## config.mk

```make
export PLATFORM = sky130hd
export DESIGN_NAME = clipped_line_rasterizer
export DESIGN_NICKNAME = d
export VERILOG_FILES = /design/src/hw/rtl/clr_pkg.sv /design/src/hw/rtl/clipped_line_rasterizer.sv /design/src/hw/rtl/clr_cfg.sv /design/src/hw/rtl/clr_walker.sv /design/src/hw/rtl/clr_pixel.sv
export SDC_FILE = /design/constraint.sdc
export NUM_CORES = 1
export LEC_CHECK = 0
export CAP_MARGIN = 20
export CORE_MARGIN = 1.5
export CORE_UTILIZATION = 47
export DETAILED_ROUTE_END_ITERATION = 6
export DONT_BUFFER_PORTS = 1
export GPL_ROUTABILITY_DRIVEN = 0
export SYNTH_ARGS = -nofsm -noshare
export SYNTH_HDL_FRONTEND = slang
export SYNTH_SLANG_ARGS = --single-unit
```

## constraint.sdc

```tcl
create_clock -name i_clk -period 9.4 [get_ports i_clk]
set_input_delay 2.35 -clock i_clk [delete_from_list [all_inputs] [get_ports i_clk]]
set_output_delay 2.35 -clock i_clk [all_outputs]
set_load 0.05 [all_outputs]
```

## src/hw/rtl/clr_pkg.sv

```systemverilog
// ----------------------------------------------------------------------------
// clr_pkg: shared types and constants of the clipped line rasterizer
// Word layouts of both channels, the configuration register set, register
// indexes, opcodes and screen geometry.
// ----------------------------------------------------------------------------
package clr_pkg;

    // Screen and video memory geometry, in pixels.
    localparam int SCREEN_WIDTH  = 768;
    localparam int SCREEN_HEIGHT = 512;
    localparam int ROW_PIXELS    = 1024;
    localparam int MEMORY_ROWS   = 1024;

    localparam int          ADDR_W      = 24;
    localparam int          CFG_DATA_W  = 24;
    localparam int          CFG_INDEX_W = 3;
    localparam logic [3:0]  COLOR_MASK  = 4'hF;
    localparam logic [23:0] BASE_RESET  = 24'hC00000;

    typedef enum logic {
        OP_START = 1'b0,
        OP_STEP  = 1'b1
    } t_opcode;

    typedef enum logic [CFG_INDEX_W-1:0] {
        CFG_DRAWING_ENABLED = 3'd0,
        CFG_FRAME_BASE      = 3'd1,
        CFG_WIN_LEFT        = 3'd2,
        CFG_WIN_TOP         = 3'd3,
        CFG_CLIP_WIDTH      = 3'd4,
        CFG_CLIP_HEIGHT     = 3'd5
    } t_cfg_idx;

    typedef struct packed {
        logic               opcode;
        logic signed [15:0] start_x;
        logic signed [15:0] start_y;
        logic signed [15:0] end_x;
        logic signed [15:0] end_y;
        logic [7:0]         pen_color;
    } t_in_word;

    typedef struct packed {
        logic               write_enable;
        logic signed [15:0] point_x;
        logic signed [15:0] point_y;
        logic [ADDR_W-1:0]  write_address;
        logic [3:0]         write_color;
        logic               last;
        logic               busy_res;
    } t_out_word;

    typedef struct packed {
        logic              drawing_enabled;
        logic [ADDR_W-1:0] frame_base;
        logic [9:0]        win_left;
        logic [8:0]        win_top;
        logic [9:0]        clip_width;
        logic [9:0]        clip_height;
    } t_cfg;

    // What the line walker reports for the word it is processing.
    typedef struct packed {
        logic        emit;
        logic [15:0] point_x;
        logic [15:0] point_y;
        logic [3:0]  color;
        logic        last;
        logic        busy;
    } t_walk_pt;

    // Result of the clip and address check for one point.
    typedef struct packed {
        logic              write_enable;
        logic [ADDR_W-1:0] address;
    } t_pix_res;

endpackage

```

## src/hw/rtl/clipped_line_rasterizer.sv

```systemverilog
// ----------------------------------------------------------------------------
// clipped_line_rasterizer: clipped Bresenham line engine
// Walks a line one point per step word and produces a clipped pixel write.
// ----------------------------------------------------------------------------
//
//   Channel   Direction  Handshake                  Word
//   -------   ---------  -------------------------  ------------------------
//   in        to block   i_in_valid / o_in_stall    clr_pkg::t_in_word
//   out       from block o_out_valid / i_out_stall  clr_pkg::t_out_word
//   cfg       to block   i_cfg_wr_en (no wait)      index + 24-bit data
//
// Every input word gives exactly one output word. The block takes one word
// per cycle while the output is not stalled. An accepted word is held in the
// input register and moves into the result register when that register can
// take it; the result then stays valid on the output until it is taken.
// The line state updates in the same cycle the word leaves the input
// register, and that single Bresenham update sets the rate. Reset is
// synchronous and active low and clears the line state and the configuration
// to defaults. A stall on a full result register holds it and, if the
// input register is also full, raises o_in_stall in the same cycle.
//
module clipped_line_rasterizer (
    input  logic                             i_clk,
    input  logic                             i_rst_n,
    input  logic                             i_in_valid,
    output logic                             o_in_stall,
    input  clr_pkg::t_in_word                i_in_word,
    output logic                             o_out_valid,
    input  logic                             i_out_stall,
    output clr_pkg::t_out_word               o_out_word,
    input  logic                             i_cfg_wr_en,
    input  logic [clr_pkg::CFG_INDEX_W-1:0]  i_cfg_index,
    input  logic [clr_pkg::CFG_DATA_W-1:0]   i_cfg_wdata
);

    clr_pkg::t_cfg      cfg;
    clr_pkg::t_walk_pt  pt;
    clr_pkg::t_pix_res  pix;

    logic               r_in_vld;
    clr_pkg::t_in_word  r_in_word;
    logic               r_out_vld;
    clr_pkg::t_out_word r_out_word;
    clr_pkg::t_out_word n_out_word;

    logic out_free, fire, accept_in;

    // The result register can take a new word when it is empty or being
    // drained this cycle. The input register moves forward whenever the
    // result register can take its word.
    assign out_free   = !r_out_vld || !i_out_stall;
    assign fire       = r_in_vld && out_free;
    assign o_in_stall = r_in_vld && !out_free;
    assign accept_in  = i_in_valid && !o_in_stall;

    always_ff @(posedge i_clk) begin
        if (!i_rst_n) begin
            r_in_vld <= 1'b0;
        end else if (accept_in) begin
            r_in_vld <= 1'b1;
        end else if (fire) begin
            r_in_vld <= 1'b0;
        end
    end

    always_ff @(posedge i_clk) begin
        if (accept_in) begin
            r_in_word <= i_in_word;
        end
    end

    clr_cfg u_cfg (
        .i_clk       (i_clk),
        .i_rst_n     (i_rst_n),
        .i_cfg_wr_en (i_cfg_wr_en),
        .i_cfg_index (i_cfg_index),
        .i_cfg_wdata (i_cfg_wdata),
        .o_cfg       (cfg)
    );

    clr_walker u_walker (
        .i_clk     (i_clk),
        .i_rst_n   (i_rst_n),
        .i_fire    (fire),
        .i_word    (r_in_word),
        .i_draw_en (cfg.drawing_enabled),
        .o_pt      (pt)
    );

    clr_pixel u_pixel (
        .i_cfg (cfg),
        .i_pt  (pt),
        .o_res (pix)
    );

    // A start word and a step word on an idle engine both leave every point
    // field at zero; only busy_res reports the engine state.
    always_comb begin
        n_out_word.write_enable  = pix.write_enable;
        n_out_word.point_x       = pt.point_x;
        n_out_word.point_y       = pt.point_y;
        n_out_word.write_address = pix.address;
        n_out_word.write_color   = pt.color;
        n_out_word.last          = pt.last;
        n_out_word.busy_res      = pt.busy;
    end

    always_ff @(posedge i_clk) begin
        if (!i_rst_n) begin
            r_out_vld <= 1'b0;
        end else if (out_free) begin
            r_out_vld <= fire;
        end
    end

    always_ff @(posedge i_clk) begin
        if (fire) begin
            r_out_word <= n_out_word;
        end
    end

    assign o_out_valid = r_out_vld;
    assign o_out_word  = r_out_word;

    // The endpoint of a line always leaves the engine idle.
    a_last_ends_line: assert property (@(posedge i_clk) disable iff (!i_rst_n)
        (r_out_vld && r_out_word.last) |-> !r_out_word.busy_res)
        else $error("endpoint word reports the engine still busy");

    // A written pixel always lies on screen.
    a_write_on_screen: assert property (@(posedge i_clk) disable iff (!i_rst_n)
        (r_out_vld && r_out_word.write_enable) |->
            (!r_out_word.point_x[15] && !r_out_word.point_y[15]
             && (r_out_word.point_x < 16'(clr_pkg::SCREEN_WIDTH))
             && (r_out_word.point_y < 16'(clr_pkg::SCREEN_HEIGHT))))
        else $error("write enabled for an off-screen point");

    // A word entering a full input register must coincide with the held
    // word moving on, or it would be overwritten.
    a_no_overwrite: assert property (@(posedge i_clk) disable iff (!i_rst_n)
        (r_in_vld && accept_in) |-> fire)
        else $error("input register overwritten while holding a word");

endmodule

```

## src/hw/rtl/clr_cfg.sv

```systemverilog
// ----------------------------------------------------------------------------
// clr_cfg: configuration registers
// Holds the enable, frame base and clip rectangle, written by index.
// ----------------------------------------------------------------------------
module clr_cfg (
    input  logic                                i_clk,
    input  logic                                i_rst_n,
    input  logic                                i_cfg_wr_en,
    input  logic [clr_pkg::CFG_INDEX_W-1:0]     i_cfg_index,
    input  logic [clr_pkg::CFG_DATA_W-1:0]      i_cfg_wdata,
    output clr_pkg::t_cfg                       o_cfg
);

    clr_pkg::t_cfg r_cfg;
    clr_pkg::t_cfg n_cfg;

    always_comb begin
        n_cfg = r_cfg;
        if (i_cfg_wr_en) begin
            unique case (clr_pkg::t_cfg_idx'(i_cfg_index))
                clr_pkg::CFG_DRAWING_ENABLED: n_cfg.drawing_enabled = i_cfg_wdata[0];
                clr_pkg::CFG_FRAME_BASE:      n_cfg.frame_base = i_cfg_wdata[23:0];
                clr_pkg::CFG_WIN_LEFT:        n_cfg.win_left = i_cfg_wdata[9:0];
                clr_pkg::CFG_WIN_TOP:         n_cfg.win_top = i_cfg_wdata[8:0];
                clr_pkg::CFG_CLIP_WIDTH:      n_cfg.clip_width = i_cfg_wdata[9:0];
                clr_pkg::CFG_CLIP_HEIGHT:     n_cfg.clip_height = i_cfg_wdata[9:0];
                default: ;
            endcase
        end
    end

    always_ff @(posedge i_clk) begin
        if (!i_rst_n) begin
            r_cfg.drawing_enabled <= 1'b0;
            r_cfg.frame_base      <= clr_pkg::BASE_RESET;
            r_cfg.win_left        <= 10'd0;
            r_cfg.win_top         <= 9'd0;
            r_cfg.clip_width      <= 10'(clr_pkg::SCREEN_WIDTH);
            r_cfg.clip_height     <= 10'(clr_pkg::SCREEN_HEIGHT);
        end else begin
            r_cfg <= n_cfg;
        end
    end

    assign o_cfg = r_cfg;

endmodule

```

## src/hw/rtl/clr_walker.sv

```systemverilog
// ----------------------------------------------------------------------------
// clr_walker: Bresenham line state
// Loads a line on a start word and emits and advances one point per step word.
// ----------------------------------------------------------------------------
module clr_walker (
    input  logic              i_clk,
    input  logic              i_rst_n,
    input  logic              i_fire,
    input  clr_pkg::t_in_word i_word,
    input  logic              i_draw_en,
    output clr_pkg::t_walk_pt o_pt
);

    logic [15:0] r_cursor_x, r_cursor_y, r_target_x, r_target_y;
    logic [15:0] r_delta_x, r_delta_y, r_error;
    logic        r_step_x_neg, r_step_y_neg, r_active;
    logic [3:0]  r_color;

    logic [15:0] n_cursor_x, n_cursor_y, n_target_x, n_target_y;
    logic [15:0] n_delta_x, n_delta_y, n_error;
    logic        n_step_x_neg, n_step_y_neg, n_active;
    logic [3:0]  n_color;

    logic               is_start, load, emit, at_end, c_x, c_y;
    logic [15:0]        dx, dy, adx, ady;
    logic signed [16:0] s_adx, s_ady, v, v_adj, e2, neg_dx, s_dy;

    // Start word: signed differences, magnitudes and the primed error term,
    // which is half of the x magnitude when larger, else minus half of the y
    // magnitude, rounded toward zero.
    always_comb begin
        is_start = (clr_pkg::t_opcode'(i_word.opcode) == clr_pkg::OP_START);
        dx       = i_word.end_x - i_word.start_x;
        dy       = i_word.end_y - i_word.start_y;
        adx      = dx[15] ? 16'(16'd0 - dx) : dx;
        ady      = dy[15] ? 16'(16'd0 - dy) : dy;
        s_adx    = {adx[15], adx};
        s_ady    = {ady[15], ady};
        v        = (s_adx > s_ady) ? s_adx : -s_ady;
        v_adj    = v + {16'd0, v[16]};
    end

    // Step word: one Bresenham update, both axes decided from the old error.
    always_comb begin
        emit   = !is_start && r_active;
        at_end = (r_cursor_x == r_target_x) && (r_cursor_y == r_target_y);
        e2     = {r_error[15], r_error};
        neg_dx = -{r_delta_x[15], r_delta_x};
        s_dy   = {r_delta_y[15], r_delta_y};
        c_x    = e2 > neg_dx;
        c_y    = e2 < s_dy;
        load   = is_start && i_draw_en;
    end

    always_comb begin
        n_cursor_x   = r_cursor_x;
        n_cursor_y   = r_cursor_y;
        n_target_x   = r_target_x;
        n_target_y   = r_target_y;
        n_delta_x    = r_delta_x;
        n_delta_y    = r_delta_y;
        n_error      = r_error;
        n_step_x_neg = r_step_x_neg;
        n_step_y_neg = r_step_y_neg;
        n_color      = r_color;
        n_active     = r_active;
        if (load) begin
            n_cursor_x   = i_word.start_x;
            n_cursor_y   = i_word.start_y;
            n_target_x   = i_word.end_x;
            n_target_y   = i_word.end_y;
            n_delta_x    = adx;
            n_delta_y    = ady;
            n_error      = v_adj[16:1];
            n_step_x_neg = dx[15];
            n_step_y_neg = dy[15];
            n_color      = i_word.pen_color[3:0] & clr_pkg::COLOR_MASK;
            n_active     = 1'b1;
        end else if (emit) begin
            if (at_end) begin
                n_active = 1'b0;
            end else begin
                n_error = 16'(r_error - (c_x ? r_delta_y : 16'd0)
                              + (c_y ? r_delta_x : 16'd0));
                if (c_x) begin
                    n_cursor_x = 16'(r_cursor_x + (r_step_x_neg ? 16'hFFFF : 16'd1));
                end
                if (c_y) begin
                    n_cursor_y = 16'(r_cursor_y + (r_step_y_neg ? 16'hFFFF : 16'd1));
                end
            end
        end
    end

    always_ff @(posedge i_clk) begin
        if (!i_rst_n) begin
            r_cursor_x   <= 16'd0;
            r_cursor_y   <= 16'd0;
            r_target_x   <= 16'd0;
            r_target_y   <= 16'd0;
            r_delta_x    <= 16'd0;
            r_delta_y    <= 16'd0;
            r_error      <= 16'd0;
            r_step_x_neg <= 1'b0;
            r_step_y_neg <= 1'b0;
            r_color      <= 4'd0;
            r_active     <= 1'b0;
        end else if (i_fire) begin
            r_cursor_x   <= n_cursor_x;
            r_cursor_y   <= n_cursor_y;
            r_target_x   <= n_target_x;
            r_target_y   <= n_target_y;
            r_delta_x    <= n_delta_x;
            r_delta_y    <= n_delta_y;
            r_error      <= n_error;
            r_step_x_neg <= n_step_x_neg;
            r_step_y_neg <= n_step_y_neg;
            r_color      <= n_color;
            r_active     <= n_active;
        end
    end

    always_comb begin
        o_pt.emit    = emit;
        o_pt.point_x = emit ? r_cursor_x : 16'd0;
        o_pt.point_y = emit ? r_cursor_y : 16'd0;
        o_pt.color   = emit ? r_color : 4'd0;
        o_pt.last    = emit && at_end;
        o_pt.busy    = n_active;
    end

endmodule

```

## src/hw/rtl/clr_pixel.sv

```systemverilog
// ----------------------------------------------------------------------------
// clr_pixel: clip test and pixel address
// Decides whether a point is written and forms its video memory byte address.
// ----------------------------------------------------------------------------
module clr_pixel (
    input  clr_pkg::t_cfg     i_cfg,
    input  clr_pkg::t_walk_pt i_pt,
    output clr_pkg::t_pix_res o_res
);

    localparam logic [31:0] MEM_PIXELS  = 32'(clr_pkg::ROW_PIXELS * clr_pkg::MEMORY_ROWS);
    localparam logic [23:0] LINE_STRIDE = 24'(clr_pkg::ROW_PIXELS * 2);

    logic        x_neg, y_neg, on_screen, in_clip, in_mem;
    logic [15:0] win_right, win_bottom;
    logic [31:0] lin;
    logic [23:0] x24, y24, addr;

    always_comb begin
        x_neg       = i_pt.point_x[15];
        y_neg       = i_pt.point_y[15];
        on_screen   = !x_neg && !y_neg
                      && (i_pt.point_x < 16'(clr_pkg::SCREEN_WIDTH))
                      && (i_pt.point_y < 16'(clr_pkg::SCREEN_HEIGHT));
        win_right   = 16'(i_cfg.win_left) + 16'(i_cfg.clip_width);
        win_bottom  = 16'(i_cfg.win_top) + 16'(i_cfg.clip_height);
        in_clip     = (i_pt.point_x >= 16'(i_cfg.win_left))
                      && (i_pt.point_x < win_right)
                      && (i_pt.point_y >= 16'(i_cfg.win_top))
                      && (i_pt.point_y < win_bottom);
        // Both coordinates are known non-negative whenever this is used.
        lin         = 32'(i_pt.point_y) * 32'(clr_pkg::ROW_PIXELS) + 32'(i_pt.point_x);
        in_mem      = lin < MEM_PIXELS;

        // The address wraps in 24 bits, so sign extension to 24 bits suffices.
        x24  = {{8{i_pt.point_x[15]}}, i_pt.point_x};
        y24  = {{8{i_pt.point_y[15]}}, i_pt.point_y};
        addr = 24'(i_cfg.frame_base + 24'(y24 * LINE_STRIDE) + {x24[22:0], 1'b0});

        o_res.write_enable = i_pt.emit && i_cfg.drawing_enabled
                             && on_screen && in_clip && in_mem;
        o_res.address      = i_pt.emit ? addr : 24'd0;
    end

endmodule

```

* After elaboration in Yosys (flattened, before gate mapping) *
Index checks and enable logic that the tools add are counted.

storage, ports and cells
  register bits after elaboration = 317
  word-level logic and storage cells = 131
  input bits = 105
  output and inout bits = 65

operators by class
  bitwise logic cells = 1
  order comparisons = 10
  add/sub/neg operators = 16
  reduce and logical (&&, ||, !) cells = 39
  eq/ne operators = 8
  muxes and demuxes = 25

operator list
  cell                                                                            number
  16-bit 2-to-1 mux                                                               19
  16-bit adder                                                                    3
  24-bit adder                                                                    2
  16-bit less-than comparator                                                     3
  16-bit subtractor                                                               3
  16-bit == test                                                                  2
  16-bit by 10-bit less-than comparator with 1-bit output, second input constant  2
  32-bit by 21-bit less-than comparator with 1-bit output, second input constant  1
  1-bit by 16-bit subtractor with 16-bit output, first input constant             2
  26-bit by 16-bit adder with 27-bit output                                       1
  17-bit by 1-bit adder with 17-bit output                                        1
  16-bit by 17-bit greater-than comparator with 1-bit output                      1
  1-bit logical AND                                                               17
  17-bit 2-to-1 mux                                                               1
  16-bit negation with 17-bit output                                              1
  17-bit negation                                                                 1
  16-bit by 10-bit >= comparator with 1-bit output                                1
  16-bit by 9-bit >= comparator with 1-bit output                                 1
  16-bit greater-than comparator                                                  1
  2-bit AND reduction                                                             7
  10-bit by 10-bit adder with 11-bit output                                       1
  9-bit by 10-bit adder with 11-bit output                                        1
  4-bit AND reduction                                                             2
  2-bit nonzero test                                                              4
  10 further kinds                                                                21

* Depth between registers and ports, before layout *
Gate-level depths: netlist (run 1).

  word-level depth = 9
  mapped depth = 34
  gate-level depth less buffers = 33

* Cells and area by module *
Synthesis (run 1) repeated with hierarchy kept, for this count alone.

unflattened totals
  cell total of the unflattened synthesis = 2542
  area, all modules = 22838.2 um^2

by module, submodules not included
  module                   cells an instance  sequential area each (um^2)  area an instance (um^2)  times used
  clr_walker               1707               2382.3                       12683.4                  1
  clipped_line_rasterizer  144                4124.0                       4167.7                   1
  clr_pixel                449                0.0                          3519.6                   1
  clr_cfg                  242                1281.2                       2467.4                   1

* Worst setup path before layout (run 1) *
OpenSTA, ideal clock, no wires.

  path type = input-to-reg
  from = input i_out_stall
  to = register u_walker.r_cursor_x[0]
  setup slack = 1757 ps
  required time = 9319 ps
  library setup time = 81 ps
  stages = 6
  buffers on the path = 1
  data arrival time = 7562 ps
  path through = a21boi_1 nand2_1 nor2_1 clkbuf_1 nand3_1 a31oi_1

between the ends
  word-level cells in the longest chain between the ends = 4

ends and longest elaborated chain
  item                           RTL line                       source
  from (decl)                    clipped_line_rasterizer.sv:29  input logic i_out_stall,
  1-bit logical NOT              clipped_line_rasterizer.sv:51  assign out_free = !r_out_vld || !i_out_stall;
  1-bit logical OR               clipped_line_rasterizer.sv:51
  1-bit logical AND              clipped_line_rasterizer.sv:52  assign fire = r_in_vld && out_free;
  4-bit AND reduction (no line)  -
  to (signal assigned)           clr_walker.sv:109              r_cursor_x <= n_cursor_x;
  to (decl)                      clr_walker.sv:14               logic [15:0] r_cursor_x, r_cursor_y, r_target_x, r_target_y;

No other way between the ends.
A chain may end at the register's enable or synchronous reset.

* Worst setup path in the final report (run 1) *
  from = register r_in_word[32] (netlist name)
  to = register u_walker.r_error[11]

between the ends
  word-level cells in the longest chain between the ends = 7

ends and longest elaborated chain
  item                                           RTL line                       source
  from (decl)                                    clipped_line_rasterizer.sv:41  clr_pkg::t_in_word r_in_word;
  from (signal assigned)                         clipped_line_rasterizer.sv:68  r_in_word <= i_in_word;
  16-bit subtractor *                            clr_walker.sv:33               dx = i_word.end_x - i_word.start_x;
  1-bit by 16-bit subtractor with 16-bit output  clr_walker.sv:35               adx = dx[15] ? 16'(16'd0 - dx) : dx;
  16-bit 2-to-1 mux *                            clr_walker.sv:35
  net u_walker.adx[10]                           clr_walker.sv:25               logic [15:0] dx, dy, adx, ady;
  16-bit greater-than comparator                 clr_walker.sv:39               v = (s_adx > s_ady) ? s_adx : -s_ady;
  17-bit 2-to-1 mux *                            clr_walker.sv:39
  17-bit by 1-bit adder with 17-bit output *     clr_walker.sv:40               v_adj = v + {16'd0, v[16]};
  16-bit 2-to-1 mux *                            clr_walker.sv:67               if (load) begin
  to (signal assigned)                           clr_walker.sv:115              r_error <= n_error;
  to (decl)                                      clr_walker.sv:15               logic [15:0] r_delta_x, r_delta_y, r_error;

The timed path passes the listed nets; every way through them passes the cells marked *.

==> results.json, run 1 <==
{
  "status": "complete, no violations",
  "start_kind": "flip-flop",
  "pre_cts_ws_ns": 1.961,
  "placed_cell_area_sq_um": 22600,
  "routedWlPerCell_microns": 19.99,
  "rsz0062_at_grt": "false",
  "cts_resized": 0,
  "cts_tree": "built",
  "vias": 18010,
  "synth_area_sq_um": 22040,
  "finalCriticalPeriod_ns": 7.515,
  "die_x_microns": 219.6,
  "yosysSeqAreaShare_pct": 34.78,
  "stdcell_area_sq_um": 23870,
  "cp-end-kind": "flip-flop",
  "finalClockSkew_ns": 0.01414,
  "hold_depth": 2,
  "finalMaxSlewViolations": 0,
  "synthCells": 2508,
  "drv_cap": 0,
  "p_per_area_nw_per_um2": 169.7,
  "grt_usage_pct": 25.37,
  "hold_viol": 0,
  "synth.most_common_cell": "nand2_1",
  "r2r_cells": 27,
  "slew_headroom_pct": 30.85,
  "clock_latency_ns": 0.55,
  "final_nets": 2824,
  "ys_top_cells_by_count": "331 x nand2_1, 223 x a21oi_1, 214 x ha_1, 208 x nor2_1, 185 x dfxtp_1",
  "grt_util_met1_pct": 36.01,
  "num_rows": 79,
  "synth_flop_cell": "dfxtp_1",
  "avgViaCountPerCell": 5.795,
  "synthArstFlopShare_pct": 0,
  "drt_iter0_markers": 1544,
  "cts_setup_buffers": 0,
  "totalWireLength_mm": 62.13,
  "fin_ws_ns": 1.885,
  "antenna_found_initial": 2,
  "nFillCells": 4350,
  "dp_hpwl_mm": 47.82,
  "grt.busiest_layer": "met2",
  "grt_pass1_vias": 16780,
  "crit_fanout": 12,
  "use_met3_pct": 3.285,
  "grt_overflow_total": 0,
  "drive_gt1_share_pct": 5.520,
  "p_leak_nw": 9.703,
  "grt_start_max_net_pins": 104,
  "coreArea_sq_um": 46460,
  "synth_edf_count": 132,
  "grt_pass1_wl_mm": 95.25,
  "synth_top_area_share_pct": 17.98,
  "synthTopCellsByArea": "edfxtp_1 18%, dfxtp_1 17%, ha_1 12%, nand2_1 5.6%, a21oi_1 5.1%",
  "path_clk_slew_ns": 0.05,
  "cts_root_buffer": "clkbuf_16",
  "clock_tree.buffer_depth": 3,
  "ir_drop_mv": 0.1685,
  "fin_setup_tns_ns": 0,
  "cts_buffers": 38,
  "io_pins": 170,
  "io_buffers": 0,
  "drc": 0,
  "cp.required_ns": 9.80,
  "cts_hold_buf": 0,
  "synth_largest_area_cell": "edfxtp_1",
  "first_pass_iters": 5,
  "whs_ns": 0.4576,
  "multi_input_area_sq_um": 13340,
  "worstSetupPathType": "flip-flop to flip-flop",
  "avgSynthCellArea_sq_um": 8.790,
  "ys_types": 101,
  "die_h_microns": 219.6,
  "yosys_warnings": 0,
  "start_util_pct": 47.45,
  "antenna_left": 0,
  "cts_htree_levels": 2,
  "worstMarginPinSlew_ns": 1.035,
  "timing.final.crit_share_pct": 79.94,
  "clock_sinks": 317,
  "syn_nets": 2861,
  "grt_use_met2_pct": 40.95,
  "hp-class": "flip-flop to flip-flop",
  "max_freq_ghz": 0.1331,
  "crit_arrival_ns": 7.91,
  "regArea_sq_um": 7667,
  "setup_viol": 0,
  "synth_seq_cells": 317,
  "syn_to_final_growth_pct": 8.298,
  "die_area_sq_um": 48210
}
through the flow:
stage / util, % / instances / power, mW
final: 51.39 / 3108 / 4.051
after global routing: 51.39 / 3108 / 4.222
after CTS: 51.33 / 3106 / 4.074
after detailed placement: 48.65 / 3037 / 2.590
after global placement: 48.65 / 3037 / 2.573
after floorplan: - / 2508 / 2.322
sequential cells by signal (all words and copies together) (netlist names):
name / cells
u_walker.r_delta_y: 16
r_in_vld: 1
u_walker.r_active: 1
u_walker.r_error: 16
o_out_word: 63
o_out_valid: 1
u_walker.r_step_x_neg: 1
u_walker.r_cursor_y: 16
u_walker.r_cursor_x: 16
u_walker.r_color: 4
u_walker.r_target_y: 16
u_walker.r_step_y_neg: 1
r_in_word: 69
u_cfg.o_cfg: 64
u_walker.r_delta_x: 16
u_walker.r_target_x: 16
final cells by class:
class                      count  area share (%)
tap                          607           3.181
antenna                        1         0.01048
clock buffer                  54           4.544
inverter                     179           2.835
sequential                   317           32.12
timing repair buffer          22          0.7756
multi-input combinational   1913           55.88
clock inverter                15          0.6603
critical path, stage by stage, from the launching register on:
cell       delay, ns
edfxtp_1        0.41
ha_1            0.40
a21oi_2         0.24
o21ai_0         0.18
a221o_1         0.35
or4_1           0.44
and3_1          0.26
nor2_1          0.60
a21oi_1         0.12
xnor2_1         0.58
inv_1           0.10
ha_1            0.31
and3_1          0.20
and3_1          0.19
o21ai_0         0.07
a21oi_1         0.06
nor3_1          0.36
a21oi_1         0.13
o2bb2ai_1       0.28
a211oi_4        0.14
mux2_2          0.30
ha_1            0.28
and4_1          0.23
and3_1          0.23
mux2i_1         0.31
nor4b_1         0.11
a211oi_1        0.37
a21oi_1         0.11
placed cells by master (no fill, tap or decap), drive strengths merged, types with 25 or more instances in the layout:
master	netlist	routed
a211oi	56	56
a21o	47	47
a21oi	227	227
and2	29	29
and3	52	52
clkbuf	79	54
dfxtp	185	185
edfxtp	132	132
fa	34	34
ha	214	214
inv	179	182
nand2	331	331
nand2b	30	30
nand3	38	38
nor2	209	209
nor2b	29	29
nor3	37	37
nor4	25	25
o21ai	80	80
xnor2	112	112
xor2	86	86
where the power goes:
part / total, mW / switching [mW] / internal (mW)
Combinational: 1.04 / 0.662 / 0.377
Clock: 1.47 / 0.586 / 0.888
Sequential: 1.54 / 0.0648 / 1.47
path summary, 6_finish.rpt:
check	slack, ns	startpoint	to
worst min register to register	0.46	u_walker.r_color[1]$_SDFFE_PN0P_	u_walker.r_color[1]$_SDFFE_PN0P_
worst min-delay path	0.46	u_walker.r_color[1]$_SDFFE_PN0P_	u_walker.r_color[1]$_SDFFE_PN0P_
worst max register to register	1.89	r_in_word[32]$_DFFE_PP_	u_walker.r_error[11]$_SDFFE_PN0P_
worst max-delay path	1.89	r_in_word[32]$_DFFE_PP_	u_walker.r_error[11]$_SDFFE_PN0P_
logic make-up (layout without fill, tap and decap cells):
group	count (synthesis)	count (layout)	synth area share [%]
adders and majority gates	248	248	15.23
muxes	19	19	0.9138
AOI/OAI and AO/OA	595	595	17.78
xor gates and xnor gates	199	199	8.037
buffers and inverters	278	270	4.864
and+or+nand+nor	852	852	18.39
other	0	1	0
DFF	317	317	34.78
layer usage:
layer	share of wire, %	vias to the layer above
met1	47	8677
li1	-	8773
met4	1.9	2
met3	5.6	70
met2	45	490
met5	0.021	-
Note: power is estimated with default switching activity, not from simulation.
==> run 2: changes to the inputs <==
clock period = 6.8 ns   (was 9.4 ns; I/O delays follow)
==> run 2 against run 1 <==
Compared with the run above:
- routed wire length is 1.6% higher
- fmax up 16%
- flip-flop and latch count stayed put
- final area up 3.2%
- first-iteration DRC count fell by 16%
- clock skew is 0.0051 ns higher
- via count is 1.7% higher
- die area unchanged
- worst setup slack worse by 1.6 ns
- utilization grew 1.6 points
- combinational power increased by 60%
- sequential power rose by 38%
- largest cell class unchanged
- largest power group unchanged
==> results.json, run 2 (synthesized netlist as in run 1, its figures left out) <==
{
  "final_nets": 2897,
  "first_pass_iters": 5,
  "start_kind": "flip-flop",
  "routed-wl-met3_mm": 3.582,
  "wl_met1_mm": 29.66,
  "rsz0062_at_grt": "false",
  "worstSetupPathType": "flip-flop to flip-flop",
  "antenna_found_initial": 2,
  "die_h_microns": 219.6,
  "drv_cap": 0,
  "top_layer": "met5",
  "r2r_start": "r_in_word[8]$_DFFE_PP_",
  "timing.final.crit_share_pct": 95.18,
  "cts_root_buffer": "clkbuf_16",
  "start_util_pct": 47.45,
  "io_buffers": 0,
  "drc": 0,
  "cp-end-kind": "flip-flop",
  "clock_latency_ns": 0.56,
  "stdcell_area_sq_um": 24630,
  "p_leak_nw": 10.09,
  "path_clk_slew_ns": 0.06,
  "setup_viol": 0,
  "r2r_cells": 25,
  "slew_headroom_pct": 33.22,
  "antenna_left": 0,
  "avgViaCountPerCell": 5.764,
  "setup.worst_path.end": "u_walker.r_error[9]$_SDFFE_PN0P_",
  "cts_buffers": 37,
  "wl_met2_mm": 28.01,
  "finalClockSkew_ns": 0.01922,
  "grt_usage_pct": 25.82,
  "regMostFlops": "r_in_word",
  "stdcell_count": 3179,
  "final_common_cell": "nand2_1",
  "worstMarginPinSlew_ns": 1.002,
  "clock_tree.buffer_depth": 3,
  "status": "complete, no violations",
  "grt_pass1_wl_mm": 96.73,
  "crit_fanout": 4,
  "grt_start_max_net_pins": 119,
  "cp.required_ns": 7.20,
  "r2r_slack_ns": 0.33,
  "totalWireLength_mm": 63.14,
  "finalCriticalPeriod_ns": 6.472,
  "cts_htree_levels": 2,
  "io_pins": 170,
  "r2r-end": "u_walker.r_error[9]$_SDFFE_PN0P_",
  "vias": 18320,
  "grt_pass1_vias": 17270,
  "grt_overflow_total": 0,
  "hold_viol": 0,
  "num_rows": 79,
  "dp_hpwl_mm": 48.89,
  "placed_cell_area_sq_um": 23120,
  "max_freq_ghz": 0.1545,
  "die_area_sq_um": 48210,
  "p_per_area_nw_per_um2": 236.4,
  "dp_cells": 3106,
  "layout_common_cells": "330 x nand2_1, 221 x a21oi_1, 212 x ha_1, 205 x nor2_1, 185 x dfxtp_1",
  "die_x_microns": 219.6,
  "ir_drop_mv": 0.2351,
  "finalMaxSlewViolations": 0,
  "syn_to_final_growth_pct": 11.72,
  "routedWlPerCell_microns": 19.86,
  "coreArea_sq_um": 46460,
  "crit_arrival_ns": 6.87,
  "clock_sinks": 317,
  "cp-startpoint": "r_in_word[8]$_DFFE_PP_",
  "hold_depth": 2,
  "whs_ns": 0.4582,
  "drt_iter0_markers": 1298,
  "largest_reg_flops": 69,
  "final_util_pct": 53.01,
  "antennaDiodeCount": 0,
  "cts_tree": "built",
  "hp-class": "flip-flop to flip-flop",
  "drive_gt1_share_pct": 9.603
}
-- run 2: metal layers --
layer  vias to the layer above  track usage (%)
li1                       8908                -
met1                      8778            36.55
met2                       535            40.65
met3                        98            3.299
met4                         4            8.503
met5                         -                0
-- run 2: worst max-delay path: stages (launching register included) --
cell	delay, ns
edfxtp_1	0.38
inv_1	0.08
ha_1	0.18
inv_1	0.06
fa_1	0.47
a21o_1	0.22
a221oi_4	0.37
nor2_1	0.12
o41ai_2	0.23
buf_4	0.18
xnor2_1	0.15
nor4_2	0.35
or4b_2	0.68
ha_1	0.37
nand3_1	0.17
a41o_1	0.31
a211oi_4	0.32
mux2_4	0.34
ha_2	0.20
and4_1	0.16
and3_1	0.21
mux2i_1	0.21
buf_4	0.16
nor2_1	0.05
xnor2_1	0.22
o22ai_1	0.11
-- run 2: stage by stage --
step | setup slack (ns) | TNS [ns] | total power [mW]
after floorplan | 0.2193 | 0 | 3.209
after CTS | -0.03644 | -0.03644 | 5.785
after detailed placement | -0.09350 | -0.1478 | 3.747
after global placement | 0.01099 | 0 | 3.715
after global routing | 0.01255 | 0 | 6.063
final | 0.3276 | 0 | 5.822
-- run 2: report_power, final --
group / total (mW) / leakage (nW) / internal, mW / switching, mW
combinational: 1.66 / 6.73 / 0.677 / 0.985
sequential: 2.13 / 2.77 / 2.04 / 0.0934
clock: 2.03 / 0.595 / 1.20 / 0.827
-- run 2: cell type report --
type / count / area [sq um]
clock buffers: 46 / 1001
clock inverters: 21 / 227.7
fillers: 4284 / 21830
inverters: 179 / 676.9
multi-input cells: 1913 / 13560
flip-flops and latches: 317 / 7667
well taps: 607 / 759.5
repair buffers: 96 / 732.0
-- run 2: worst min-delay path by stage --
stage                                           from                                to  slack (ns)
floorplan               u_cfg.o_cfg[39]$_SDFFE_PN0P_      u_cfg.o_cfg[39]$_SDFFE_PN0P_        0.43
global placement    u_walker.r_color[1]$_SDFFE_PN0P_  u_walker.r_color[1]$_SDFFE_PN0P_        0.44
detailed placement  u_walker.r_color[2]$_SDFFE_PN0P_  u_walker.r_color[2]$_SDFFE_PN0P_        0.45
CTS                 u_walker.r_color[2]$_SDFFE_PN0P_  u_walker.r_color[2]$_SDFFE_PN0P_        0.46
global route        u_walker.r_color[2]$_SDFFE_PN0P_  u_walker.r_color[2]$_SDFFE_PN0P_        0.46
finish              u_walker.r_color[2]$_SDFFE_PN0P_  u_walker.r_color[2]$_SDFFE_PN0P_        0.46
-- run 2: what timing repair did --
item | 4_1_cts | 5_1_grt
endpoints found under the hold margin | 0 | 0
hold buffers | 0 | 0
endpoints found under the setup margin | 2 | 8
setup buffers | 0 | 5
resized for setup | 2 | 45
pin swaps | 1 | 17
